===== src/rtl/core/psk_pkg.sv =====
// ----------------------------------------------------------------------------
// psk_pkg: shared types and constants for the polyphonic sine key synth
// Field widths, register indexes, reset values, and the quarter-wave
// sine and reciprocal tables.
// ----------------------------------------------------------------------------
`default_nettype none

package psk_pkg;

	localparam int MASK_W      = 7;
	localparam int STEP_W      = 24;
	localparam int VOL_W       = 15;
	localparam int CFG_IDX_W   = 3;
	localparam int CFG_DATA_W  = 24;
	localparam int STEP_REGS   = 7;
	localparam int STEP_IDX_W  = 3;
	localparam int TAB_W       = 15;
	localparam int GAIN_W      = 13;
	localparam int G2K_W       = 23;
	localparam int PCM_W       = 12;
	localparam int CNT_W       = 3;
	localparam int MUL_DIG     = 4;
	localparam int RND_SHIFT   = 27;
	localparam int TAB_MAX     = 32767;

	// register indexes on the config port
	localparam logic [CFG_IDX_W-1:0] REG_STEP_C = 3'd0;
	localparam logic [CFG_IDX_W-1:0] REG_STEP_D = 3'd1;
	localparam logic [CFG_IDX_W-1:0] REG_STEP_E = 3'd2;
	localparam logic [CFG_IDX_W-1:0] REG_STEP_F = 3'd3;
	localparam logic [CFG_IDX_W-1:0] REG_STEP_G = 3'd4;
	localparam logic [CFG_IDX_W-1:0] REG_STEP_A = 3'd5;
	localparam logic [CFG_IDX_W-1:0] REG_STEP_B = 3'd6;
	localparam logic [CFG_IDX_W-1:0] REG_VOLUME = 3'd7;

	localparam logic [STEP_W-1:0] STEP_RESET [STEP_REGS] = '{
		24'd438942, 24'd492680, 24'd553027, 24'd585911,
		24'd657667, 24'd738198, 24'd828593
	};
	localparam logic [VOL_W-1:0]  VOL_RESET = 15'd4096;
	localparam logic [GAIN_W-1:0] GAIN_ONE  = 13'd4096;
	localparam logic [G2K_W-1:0]  AMP_SCALE = 23'd2000;
	localparam logic [PCM_W-1:0]  PCM_MID   = 12'd2048;
	localparam logic [PCM_W-1:0]  PCM_POS_MAX = 12'd2047;
	localparam logic [PCM_W-1:0]  PCM_TOP   = 12'hfff;
	localparam logic [PCM_W-1:0]  PCM_BOT   = 12'h000;

	localparam logic [63:0] PI_Q30 = 64'd3373259426;

	typedef logic [TAB_W-1:0] tab_word_t;

	// quarter-wave entry i: 32767*sin((2i+1)*pi/(4Q)), integer Taylor series in Q30
	function automatic tab_word_t qtab_entry(input int unsigned i, input int unsigned qbits);
		logic [63:0] x;
		logic [63:0] x2;
		logic [63:0] term;
		logic [63:0] acc;
		logic [63:0] v;
		x    = (64'(2 * i + 1) * PI_Q30) >> (qbits + 2);
		x2   = (x * x) >> 30;
		term = x;
		acc  = x;
		term = ((term * x2) >> 30) / 64'd6;
		acc  = acc - term;
		term = ((term * x2) >> 30) / 64'd20;
		acc  = acc + term;
		term = ((term * x2) >> 30) / 64'd42;
		acc  = acc - term;
		term = ((term * x2) >> 30) / 64'd72;
		acc  = acc + term;
		term = ((term * x2) >> 30) / 64'd110;
		acc  = acc - term;
		term = ((term * x2) >> 30) / 64'd156;
		acc  = acc + term;
		term = ((term * x2) >> 30) / 64'd210;
		acc  = acc - term;
		v = (acc * 64'd32767 + (64'd1 << 29)) >> 30;
		if (v > 64'(TAB_MAX)) begin
			v = 64'(TAB_MAX);
		end
		return TAB_W'(v);
	endfunction

	// Q12 reciprocal of the active key count, rounded; no keys gives 1.0
	function automatic logic [GAIN_W-1:0] recip_q12(input logic [CNT_W-1:0] n);
		logic [GAIN_W-1:0] r;
		case (n)
			3'd2:    r = 13'd2048;
			3'd3:    r = 13'd1365;
			3'd4:    r = 13'd1024;
			3'd5:    r = 13'd819;
			3'd6:    r = 13'd683;
			3'd7:    r = 13'd585;
			default: r = GAIN_ONE;
		endcase
		return r;
	endfunction

endpackage

`default_nettype wire


===== src/rtl/core/psk_ser_mul.sv =====
// ----------------------------------------------------------------------------
// psk_ser_mul: digit-serial unsigned multiplier
// Shifts the multiplier out DIG bits per cycle; the partial sum shifts
// down through the same register, so a*b is ready once busy falls.
// ----------------------------------------------------------------------------
`default_nettype none

module psk_ser_mul #(
	parameter int A_W = 18,
	parameter int B_W = 23,
	parameter int DIG = 4
) (
	input  wire logic             clk,
	input  wire logic             arst_n,
	input  wire logic             start,
	input  wire logic [A_W-1:0]   a,
	input  wire logic [B_W-1:0]   b,
	output logic                  busy,
	output logic [A_W+B_W-1:0]    prod
);

	localparam int NDIG  = (B_W + DIG - 1) / DIG;
	localparam int BP    = NDIG * DIG;
	localparam int CNT_W = $clog2(NDIG + 1);

	logic [A_W-1:0]    a_q;
	logic [A_W+BP-1:0] p_q;
	logic [CNT_W-1:0]  cnt_q;
	logic              busy_q;
	logic [A_W+DIG-1:0] hi;

	// upper half plus a times the low digit; never exceeds A_W+DIG bits
	assign hi = (A_W+DIG)'(p_q[A_W+BP-1:BP])
		+ (A_W+DIG)'(a_q) * (A_W+DIG)'(p_q[DIG-1:0]);

	always_ff @(posedge clk or negedge arst_n) begin
		if (!arst_n) begin
			busy_q <= 1'b0;
			cnt_q  <= '0;
		end else if (start && !busy_q) begin
			busy_q <= 1'b1;
			cnt_q  <= CNT_W'(NDIG);
		end else if (busy_q) begin
			cnt_q  <= cnt_q - 1'b1;
			busy_q <= (cnt_q != CNT_W'(1));
		end
	end

	always_ff @(posedge clk) begin
		if (start && !busy_q) begin
			a_q <= a;
			p_q <= {A_W'(0), BP'(b)};
		end else if (busy_q) begin
			p_q <= {hi, p_q[BP-1:DIG]};
		end
	end

	assign busy = busy_q;
	assign prod = p_q[A_W+B_W-1:0];

endmodule

`default_nettype wire


===== src/rtl/core/polyphonic_sine_key_synth_core.sv =====
// ----------------------------------------------------------------------------
// polyphonic_sine_key_synth_core: seven-key sine synthesizer, 12-bit DAC out
// Per-key phase accumulators, shared quarter-wave table, volume scaled by the
// reciprocal of the held-key count, rounded and saturated to a DAC code.
// ----------------------------------------------------------------------------
//  channel  | handshake                  | payload
//  ---------+----------------------------+--------------------------------
//  key      | key_valid / key_stall      | key_mask[6:0]
//  pcm      | pcm_valid / pcm_stall      | pcm_sample[11:0], clipped
//  cfg      | cfg_wr_en                  | cfg_index[2:0], cfg_data[23:0]
//
//  Each item passes through accept, a walk over every key, a drain of the table
//  pipe and of the multiplier, gain, multiply start, the serial multiply, load.
//  Volume times reciprocal runs on the same multiplier while keys are walked.
//  Reset clears phases, restores register defaults and empties the output.
//  A stalled pcm output holds; the next item is still taken and waits at S_OUT.
// ----------------------------------------------------------------------------
`default_nettype none

module polyphonic_sine_key_synth_core
	import psk_pkg::*;
#(
	parameter int NUM_KEYS       = 7,
	parameter int PHASE_BITS     = 24,
	parameter int SINE_ADDR_BITS = 10
) (
	input  wire logic                  clk,
	input  wire logic                  arst_n,
	input  wire logic                  key_valid,
	output logic                       key_stall,
	input  wire logic [MASK_W-1:0]     key_mask,
	output logic                       pcm_valid,
	input  wire logic                  pcm_stall,
	output logic [PCM_W-1:0]           pcm_sample,
	output logic                       clipped,
	input  wire logic                  cfg_wr_en,
	input  wire logic [CFG_IDX_W-1:0]  cfg_index,
	input  wire logic [CFG_DATA_W-1:0] cfg_data
);

	localparam int LIVE  = (NUM_KEYS < STEP_REGS) ? NUM_KEYS : STEP_REGS;
	localparam int KEY_W = (LIVE > 1) ? $clog2(LIVE) : 1;
	localparam int QBITS = SINE_ADDR_BITS - 2;
	localparam int QSIZE = 1 << QBITS;
	localparam int MAG_W = $clog2(LIVE * TAB_MAX + 1);
	localparam int SUM_W = MAG_W + 1;
	localparam int P_W   = MAG_W + G2K_W;
	localparam int RW    = P_W - RND_SHIFT + 1;
	localparam logic [MASK_W-1:0] LIVE_MASK = MASK_W'((1 << LIVE) - 1);

	localparam logic [2:0] S_IDLE   = 3'd0;
	localparam logic [2:0] S_KEY    = 3'd1;
	localparam logic [2:0] S_DRAIN  = 3'd2;
	localparam logic [2:0] S_GAIN   = 3'd3;
	localparam logic [2:0] S_MSTART = 3'd4;
	localparam logic [2:0] S_SCALE  = 3'd5;
	localparam logic [2:0] S_OUT    = 3'd6;

	logic [2:0]            state_q;
	logic [STEP_W-1:0]     key_step_q [STEP_REGS];
	logic [VOL_W-1:0]      volume_q;
	logic [PHASE_BITS-1:0] key_phase_q [LIVE];
	logic [MASK_W-1:0]     mask_q;
	logic [KEY_W-1:0]      key_q;
	logic signed [SUM_W-1:0] sum_q;
	logic [G2K_W-1:0]      gain2k_q;
	logic                  out_valid_q;
	logic [PCM_W-1:0]      pcm_q;
	logic                  clip_q;

	// key pipeline: s1 table index, s2 table word
	logic                  vld_s1;
	logic [QBITS-1:0]      idx_s1;
	logic                  neg_s1;
	logic                  vld_s2;
	logic [TAB_W-1:0]      tab_s2;
	logic                  neg_s2;

	tab_word_t             qtab [QSIZE];

	logic                  accept;
	logic                  out_free;
	logic                  held;
	logic [PHASE_BITS-1:0] ph_new;
	logic [SINE_ADDR_BITS-1:0] addr;
	logic [CNT_W-1:0]      cnt;
	logic [MAG_W-1:0]      sum_mag;
	logic signed [SUM_W-1:0] tab_ext;

	logic                  mul_start;
	logic [MAG_W-1:0]      mul_a;
	logic [G2K_W-1:0]      mul_b;
	logic                  mul_busy;
	logic [P_W-1:0]        mul_prod;

	logic [16:0]           gain_raw;
	logic [GAIN_W-1:0]     gain;
	logic [RW-1:0]         mag;
	logic                  clip_pos;
	logic                  clip_neg;
	logic [PCM_W-1:0]      pcm_next;
	logic                  clip_next;

	for (genvar gi = 0; gi < QSIZE; gi++) begin : g_qtab
		assign qtab[gi] = qtab_entry(gi, QBITS);
	end

	assign accept   = (state_q == S_IDLE) && key_valid;
	assign out_free = !out_valid_q || !pcm_stall;
	assign cnt      = CNT_W'($countones(key_mask & LIVE_MASK));

	assign held   = mask_q[STEP_IDX_W'(key_q)];
	assign ph_new = key_phase_q[key_q] + PHASE_BITS'(key_step_q[STEP_IDX_W'(key_q)]);
	assign addr   = ph_new[PHASE_BITS-1 -: SINE_ADDR_BITS];

	assign sum_mag = MAG_W'(sum_q[SUM_W-1] ? -sum_q : sum_q);
	assign tab_ext = SUM_W'(tab_s2);

	// multiplier: volume*recip while walking keys, then |sum|*gain*2000
	assign mul_start = accept || (state_q == S_MSTART);
	assign mul_a     = (state_q == S_IDLE) ? MAG_W'(volume_q) : sum_mag;
	assign mul_b     = (state_q == S_IDLE) ? G2K_W'(recip_q12(cnt)) : gain2k_q;

	psk_ser_mul #(
		.A_W (MAG_W),
		.B_W (G2K_W),
		.DIG (MUL_DIG)
	) u_mul (
		.clk    (clk),
		.arst_n (arst_n),
		.start  (mul_start),
		.a      (mul_a),
		.b      (mul_b),
		.busy   (mul_busy),
		.prod   (mul_prod)
	);

	always_comb begin
		gain_raw = 17'((29'(mul_prod[27:0]) + 29'd2048) >> 12);
		gain = (gain_raw > 17'(GAIN_ONE)) ? GAIN_ONE : gain_raw[GAIN_W-1:0];
	end

	// (p + 2^26) >> 27 == (p >> 27) + p[26]
	always_comb begin
		mag = RW'(mul_prod[P_W-1:RND_SHIFT]) + RW'(mul_prod[RND_SHIFT-1]);
		clip_pos = mag > RW'(PCM_POS_MAX);
		clip_neg = mag > RW'(PCM_MID);
		if (sum_q[SUM_W-1]) begin
			clip_next = clip_neg;
			pcm_next  = clip_neg ? PCM_BOT : PCM_W'(RW'(PCM_MID) - mag);
		end else begin
			clip_next = clip_pos;
			pcm_next  = clip_pos ? PCM_TOP : PCM_W'(RW'(PCM_MID) + mag);
		end
	end

	always_ff @(posedge clk or negedge arst_n) begin
		if (!arst_n) begin
			state_q <= S_IDLE;
			key_q   <= '0;
		end else begin
			case (state_q)
				S_IDLE: begin
					if (key_valid) begin
						key_q   <= '0;
						state_q <= S_KEY;
					end
				end
				S_KEY: begin
					if (key_q == KEY_W'(LIVE - 1)) begin
						state_q <= S_DRAIN;
					end else begin
						key_q <= key_q + 1'b1;
					end
				end
				S_DRAIN: begin
					if (!vld_s1 && !vld_s2 && !mul_busy) begin
						state_q <= S_GAIN;
					end
				end
				S_GAIN:   state_q <= S_MSTART;
				S_MSTART: state_q <= S_SCALE;
				S_SCALE: begin
					if (!mul_busy) begin
						state_q <= S_OUT;
					end
				end
				S_OUT: begin
					if (out_free) begin
						state_q <= S_IDLE;
					end
				end
				default: state_q <= S_IDLE;
			endcase
		end
	end

	always_ff @(posedge clk or negedge arst_n) begin
		if (!arst_n) begin
			for (int k = 0; k < STEP_REGS; k++) begin
				key_step_q[k] <= STEP_RESET[k];
			end
			volume_q <= VOL_RESET;
		end else if (cfg_wr_en) begin
			if (cfg_index == REG_VOLUME) begin
				volume_q <= cfg_data[VOL_W-1:0];
			end else begin
				key_step_q[cfg_index] <= cfg_data;
			end
		end
	end

	always_ff @(posedge clk or negedge arst_n) begin
		if (!arst_n) begin
			for (int k = 0; k < LIVE; k++) begin
				key_phase_q[k] <= '0;
			end
		end else if (state_q == S_KEY && held) begin
			key_phase_q[key_q] <= ph_new;
		end
	end

	always_ff @(posedge clk or negedge arst_n) begin
		if (!arst_n) begin
			vld_s1 <= 1'b0;
			vld_s2 <= 1'b0;
		end else begin
			vld_s1 <= (state_q == S_KEY) && held;
			vld_s2 <= vld_s1;
		end
	end

	always_ff @(posedge clk) begin
		// odd quadrants mirror the index, upper half negates
		idx_s1 <= addr[SINE_ADDR_BITS-2] ? ~addr[QBITS-1:0] : addr[QBITS-1:0];
		neg_s1 <= addr[SINE_ADDR_BITS-1];
		tab_s2 <= qtab[idx_s1];
		neg_s2 <= neg_s1;
		if (accept) begin
			mask_q <= key_mask;
			sum_q  <= '0;
		end else if (vld_s2) begin
			sum_q <= neg_s2 ? sum_q - tab_ext : sum_q + tab_ext;
		end
		if (state_q == S_GAIN) begin
			gain2k_q <= G2K_W'(G2K_W'(gain) * AMP_SCALE);
		end
	end

	always_ff @(posedge clk or negedge arst_n) begin
		if (!arst_n) begin
			out_valid_q <= 1'b0;
		end else if (state_q == S_OUT && out_free) begin
			out_valid_q <= 1'b1;
		end else if (!pcm_stall) begin
			out_valid_q <= 1'b0;
		end
	end

	always_ff @(posedge clk) begin
		if (state_q == S_OUT && out_free) begin
			pcm_q  <= pcm_next;
			clip_q <= clip_next;
		end
	end

	assign key_stall  = (state_q != S_IDLE);
	assign pcm_valid  = out_valid_q;
	assign pcm_sample = pcm_q;
	assign clipped    = clip_q;

endmodule

`default_nettype wire

===== config.mk =====
export PLATFORM = sky130hd
export DESIGN_NAME = polyphonic_sine_key_synth_core
export DESIGN_NICKNAME = d
export VERILOG_FILES = /design/src/rtl/core/psk_pkg.sv /design/src/rtl/core/psk_ser_mul.sv /design/src/rtl/core/polyphonic_sine_key_synth_core.sv
export SDC_FILE = /design/constraint.sdc
export NUM_CORES = 2
export LEC_CHECK = 0
export ABC_AREA = 1
export BUFFER_PORTS_ARGS = -buffer_cell sky130_fd_sc_hd__buf_2
export CAP_MARGIN = 15
export CORE_MARGIN = 2
export CORE_UTILIZATION = 45
export DETAILED_ROUTE_END_ITERATION = 10
export PLACE_DENSITY = 0.58
export SETUP_SLACK_MARGIN = 0.1
export SLEW_MARGIN = 15
export SYNTH_ARGS = -nofsm -noshare
export SYNTH_HDL_FRONTEND = slang
export SYNTH_SLANG_ARGS = --single-unit

===== constraint.sdc =====
create_clock -name clk -period 7.5 [get_ports clk]
set_input_delay 0.375 -clock clk [delete_from_list [all_inputs] [get_ports clk]]
set_output_delay 0.375 -clock clk [all_outputs]
set_load 0.005 [all_outputs]

**Word-level counts from Yosys, hierarchy flattened**

Memories as Yosys holds them, arrays and structs flattened. A register that Yosys moved wholly into a read port is not among the register bits.
Cells that the tools add are included.

- Memories: 1
- Memory bits (read-only): 3,840
- Logic and storage cells: 154
- Bits of input ports: 39
- Bits in registers: 492
- Output and inout bits: 15

Memory list:

| memory | words | width | read ports | clocked after Yosys merged registers in | write ports | RTL line | source |
|---|---|---|---|---|---|---|---|
| (no name shown) | 256 | 15 | 1 | 1 | 0 | polyphonic_sine_key_synth_core.sv:237 | `tab_s2 <= qtab[idx_s1];` |

- Eq/ne operators: 22
- $lt $le $gt $ge: 8
- Multiply operators: 2
- Reductions and logical operators: 23
- $add $sub $neg: 17
- Bitwise gates (word level): 5
- Muxes and demuxes: 42

Operators with widths:

| kind | count |
|---|---|
| $bwmux 168 | 2 |
| $bmux 24 s3 | 2 |
| $demux 24 s3 | 2 |
| $mux 24 | 6 |
| $pmux 13 s6 | 1 |
| $mux 23 | 3 |
| $mux 12 | 3 |
| $add 28x12->29 const B | 1 |
| $eq 3x3->1 const B | 9 |
| $mux 3 | 9 |
| $add 24x24->24 | 1 |
| $add 18x22->22 | 1 |
| $mul 18x4->22 | 1 |
| $pmux 3 s7 | 1 |
| $add 19x16->19 | 1 |
| $mul 13x7->19 const B | 1 |
| $mux 19 | 1 |
| $sub 19x16->19 | 1 |
| $mux 18 | 1 |
| $neg 18->18 | 1 |
| $gt 17x13->1 const B | 1 |
| $add 14x1->15 | 1 |
| $gt 15x11->1 const B | 1 |
| $gt 15x12->1 const B | 1 |
| other kinds (35) | 67 |

**Logic depth before layout (Yosys ltp)**

- Depth after elaboration: 7
- Depth in mapped cells: 33
- Mapped depth without buffers: 33

**By module**

A second synthesis with hierarchy kept.

- Cells, all modules: 4,439
- Area total of the unflattened synthesis: 33,627.3 um^2

Modules (own cells, without submodules):

| module | cells each | area each (um^2) | sequential area each (um^2) | times used |
|---|---|---|---|---|
| polyphonic_sine_key_synth_core | 3,658 | 27,736.6 | 11,138.2 | 1 |
| psk_ser_mul | 781 | 5,890.6 | 1,711.6 | 1 |

**Worst setup path before layout**

No wires, ideal clock.

- Path kind: register to register
- Start point: reg u_mul.p_q[11]
- End point: reg gain2k_q[19] (data pin)
- Required time: 7,235 ps
- Arrival time: 5,204 ps
- Buffers on the path: 0
- Stages on the path, launching flop included: 30
- Path slack: 2,030 ps
- Period minus slack after synthesis: 5,470 ps
- Library setup time: 265 ps
- Cell sequence: edfxtp_1 -> ha_1 -> nand3_1 -> nand2_1 -> nand2_1 -> nand3_1 -> nor3_1 -> nand3_1 -> nand2_1 -> nand2_4 -> nor2_1 -> nand2_1 -> nand2_1 -> inv_1 -> ha_1 -> fa_1 -> inv_1 -> fa_1 -> fa_1 -> inv_1 -> ha_1 -> a21oi_1 -> nand2_1 -> a21boi_0 -> nor2_1 -> inv_1 -> nand3_1 -> nand2_1 -> o21ai_0 -> xor2_1

- Word-level cells in the longest chain between the ends: 4

RTL lines:

| element | RTL line | source |
|---|---|---|
| start: declaration | psk_ser_mul.sv:27 | `logic [A_W+BP-1:0] p_q;` |
| start signal: assignment | psk_ser_mul.sv:52 | `p_q <= {A_W'(0), BP'(b)};` |
| start signal: assignment | psk_ser_mul.sv:54 | `p_q <= {hi, p_q[BP-1:DIG]};` |
| $add 28x12->29 (*) | polyphonic_sine_key_synth_core.sv:139 | `gain_raw = 17'((29'(mul_prod[27:0]) + 29'd2048) >> 12);` |
| $gt 17x13->1 | polyphonic_sine_key_synth_core.sv:140 | `gain = (gain_raw > 17'(GAIN_ONE)) ? GAIN_ONE : gain_raw[GAIN_W-1:0];` |
| $mux 13 (*) | polyphonic_sine_key_synth_core.sv:140 |  |
| via gain[0] | polyphonic_sine_key_synth_core.sv:97 | `logic [GAIN_W-1:0] gain;` |
| $mul 13x7->19 (*) | polyphonic_sine_key_synth_core.sv:246 | `gain2k_q <= G2K_W'(G2K_W'(gain) * AMP_SCALE);` |
| end signal: assignment | polyphonic_sine_key_synth_core.sv:246 |  |
| end: declaration | polyphonic_sine_key_synth_core.sv:66 | `logic [G2K_W-1:0] gain2k_q;` |

Mark *: on every way through the listed nets, which the timed path passes. The rest lies on a longest branch.
A chain may end at the register's enable or synchronous reset.

**Worst setup path in the final report**

- Start point: reg u_mul.p_q[11]
- End point: reg gain2k_q[20] (data pin)

Same word-level chain as after synthesis.

==> reports/metrics.csv <==
stage;metric;value;unit
worst_setup_path;Worst Setup End Kind;flip-flop;
worst_setup_path;Crit-path slowest cell;fa_1;
timing;final max-slew violation count;0;
hold_path;Min-Delay Path Class;primary input to flip-flop;
worst_setup_path;worst-path fanout max;8;
synth;syn nets;4523;
cells_and_area;layout cells sized above 1;7.26;%
floorplanning;Core Footprint;71900;um^2
floorplanning;Starting Density;45.6;%
cts;CTS Root Cell;clkbuf_16;
cells_and_area;Area Overhead vs Synth;9.78;%
global_route;antenna violations before repair;2;
place;port buffer count;53;
synth;Ys Warns;0;
timing;post-route minimum period;6.26;ns
synth;top-area cell type share of the netlist area;23.1;%
synth;Post-Synth Simple-Gate Area;22.3;%
global_route;vias in the first global route;28200;
cts;setup bufs post-CTS;0;
worst_setup_path;peak per-stage delay on the critical path;0.52;ns
outcome;status;completed;
route;post-route DRC violation count;0;
worst_setup_path;critical path type;flip-flop to flip-flop;
timing;Fmax achieved;0.160;GHz
timing;Rel. slew slack;23.2;%
cts;CTS HTree Levels;2;
synth;synthesized cell area;32800;um^2
cells_and_area;ANT cells;0;
cts;cts bufs inserted;57;
cells_and_area;Sequential cell area;12900;um^2
floorplanning;Row Count;98;
timing;worst hold slack;0.0577;ns
timing;Clock Skew;0.0630;ns
worst_setup_path;Startpoint Class;flip-flop;
floorplanning;Ports;54;
timing;final-report hold violation count;0;
synth;largest area contributor in the netlist;dfrtp_1;
route;drt total wl;104;mm
synth;mux cell area share after synthesis;0;%
synth;main combinational cell family by area after synthesis;simple AND/OR/NAND/NOR gates;
timing;Final TNS setup;0;ns
global_route;largest net degree at the start of global routing;143;
cts;Clock Sinks;507;
worst_setup_path;Worst path top cell family by delay;adder cells;
synth;Distinct cells, synth;58;
place;placer congestion estimate;1.04;
cts;Reg clk slew, reported paths;0.06;ns
route;total vias in the final route;29300;
route;post-route ant nets;0;
cts;Skew-Pair Late Insertion Delay;0.67;ns
place;post-DP HPWL;72.0;mm
cts;CTS tree;done;
synth;ys flop type;dfrtp_1;
timing;Setup violations, final;0;
cells_and_area;Fill cells;7206;
timing;actual slew at the worst max-slew pin;1.15;ns
cells_and_area;fin cells;5231;
place;DP Area;33900;um^2
worst_setup_path;WP buf/inv;5;
cells_and_area;nets@finish;4504;
cts;Hold Buf Count CTS;8;
global_route;overflow left after global routing;0;
route;vias per cell;5.60;
synth;Post-Synthesis Cells;4251;
flow_run;# Max-Cap Violations;0;
worst_setup_path;Most common cell on crit path;nand2_1;
place;Placed Cells;5115;
cells_and_area;Multi-input gate area;17300;um^2
worst_setup_path;Arr. time, crit path;6.62;ns
cts;Max Buffers Root-to-Sink;3;
synth;adder-cell share of the synthesized area;11.0;%
synth;EDFF count, synth;80;
synth;flops & latches, synth;507;
timing;RSZ-0062 raised after global routing;false;
route;First-pass DRT Iterations;6;
synth;average cell area after synthesis;7.71;um^2
cts;Post-CTS Resized;0;
synth;xor/xnor cell area share of the yosys netlist;2.37;%
global_route;total track usage;27.7;%
floorplanning;die height;274;um
floorplanning;Die Area;75000;um^2
synth;post-synthesis sequential area ratio;39.2;%
synth;Compound-Gate Fraction of Synth Area;16.9;%
synth;leading post-synthesis cells by cell area;dfrtp_1 23%, nand2_1 14%, edfxtp_1 7.3%;
worst_setup_path;Critical Path RT;7.86;ns
route;wire per inst;19.8;um
synth;Post-synth ARST share;71.8;%
cells_and_area;Final Cell Area;36000;um^2
global_route;first-pass GRT wire length;163;mm
floorplanning;Die X;274;um
route;1st-iter DRT viols;2860;
timing;Tcrit/Tclk final;83.5;%
## area by class of cell
| cell class | instances | area share [%] |
|---|---|---|
| clock buffers | 89 | 4.81 |
| clock inverters | 19 | 0.866 |
| inverters | 514 | 5.36 |
| multi-input cells | 3048 | 48.0 |
| flip-flops and latches | 507 | 35.7 |
| well taps | 950 | 3.30 |
| repair buffers | 104 | 1.92 |
## sequential cells by signal (all words and copies together) (netlist names)
register and count:
sum_q 19, neg_s2 1, vld_s2 1, key_phase_q 168
mask_q 7, u_mul.cnt_q 3, state_q 3, pcm_sample 12
u_mul.p_q 42, tab_s2 15, idx_s1 8, key_step_q 168
pcm_valid 1, key_q 3, vld_s1 1, clipped 1
u_mul.a_q 18, volume_q 15, gain2k_q 19, u_mul.busy 1
neg_s1 1
## synthesized netlist by cell type, drive strengths merged (52+ instances only)
cell    number
o21ai      474
buf         52
dfstp       62
edfxtp      80
ha         140
clkbuf     130
dfrtp      302
dfxtp       63
nand3      214
xor2        61
nor2       251
nand2     1193
fa          93
inv        507
nand4       52
a21oi      182
## cell usage in the layout, fill, tap and decap left out, types with 59 or more instances in the layout
master     count
nand2_1     1189
inv_1        490
o21ai_0      440
dfrtp_1      302
nor2_1       236
nand3_1      209
a21oi_1      182
ha_1         140
fa_1          93
edfxtp_1      80
dfstp_2       62
xor2_1        60
dfxtp_1       60
clkbuf_16     59
## path summary, 6_finish.rpt
path	start	endpoint	slack (ns)	cells past startpoint
min	cfg_data[1]	volume_q[1]	0.06	3
min in group asynchronous	arst_n	key_phase_q[162]	0.39	2
max	u_mul.p_q[11]	gain2k_q[20]	1.24	28
min reg2reg	neg_s1	neg_s2	0.33	0
max in group asynchronous	arst_n	volume_q[1]	5.55	3
max reg2reg	u_mul.p_q[11]	gain2k_q[20]	1.24	28
## layer usage
metal / vias up / wire length, um / track usage (%)
met4: 2 / 2890 / 7.92
met5: - / 8 / 0
li1: 14000 / - / -
met1: 14000 / 45800 / 38.1
met2: 1078 / 47300 / 45.0
met3: 212 / 7680 / 4.65
## kinds of logic (layout without fill, tap and decap cells)
family,count (synthesis),count (layout)
xor+xnor,88,88
flops,507,507
buf+inv,696,726
compound gates,948,948
simple gates,1779,1779
fa+ha+maj,233,233
## metrics by stage
step	setup slack, ns	util [%]
floorplan	2.03	-
global placement	1.40	47.1
detailed placement	1.27	47.1
CTS	1.26	50.1
global route	0.662	50.1
finish	1.24	50.1
## worst min-delay path: cells and delay by family
kind            cells  cell delay (ns)
compound gates      1             0.06
simple gates        1             0.06
buf+inv             1             0.13
Power is not shown: default switching activity piles up to over one toggle a cycle in this logic, so the estimate is an artifact.
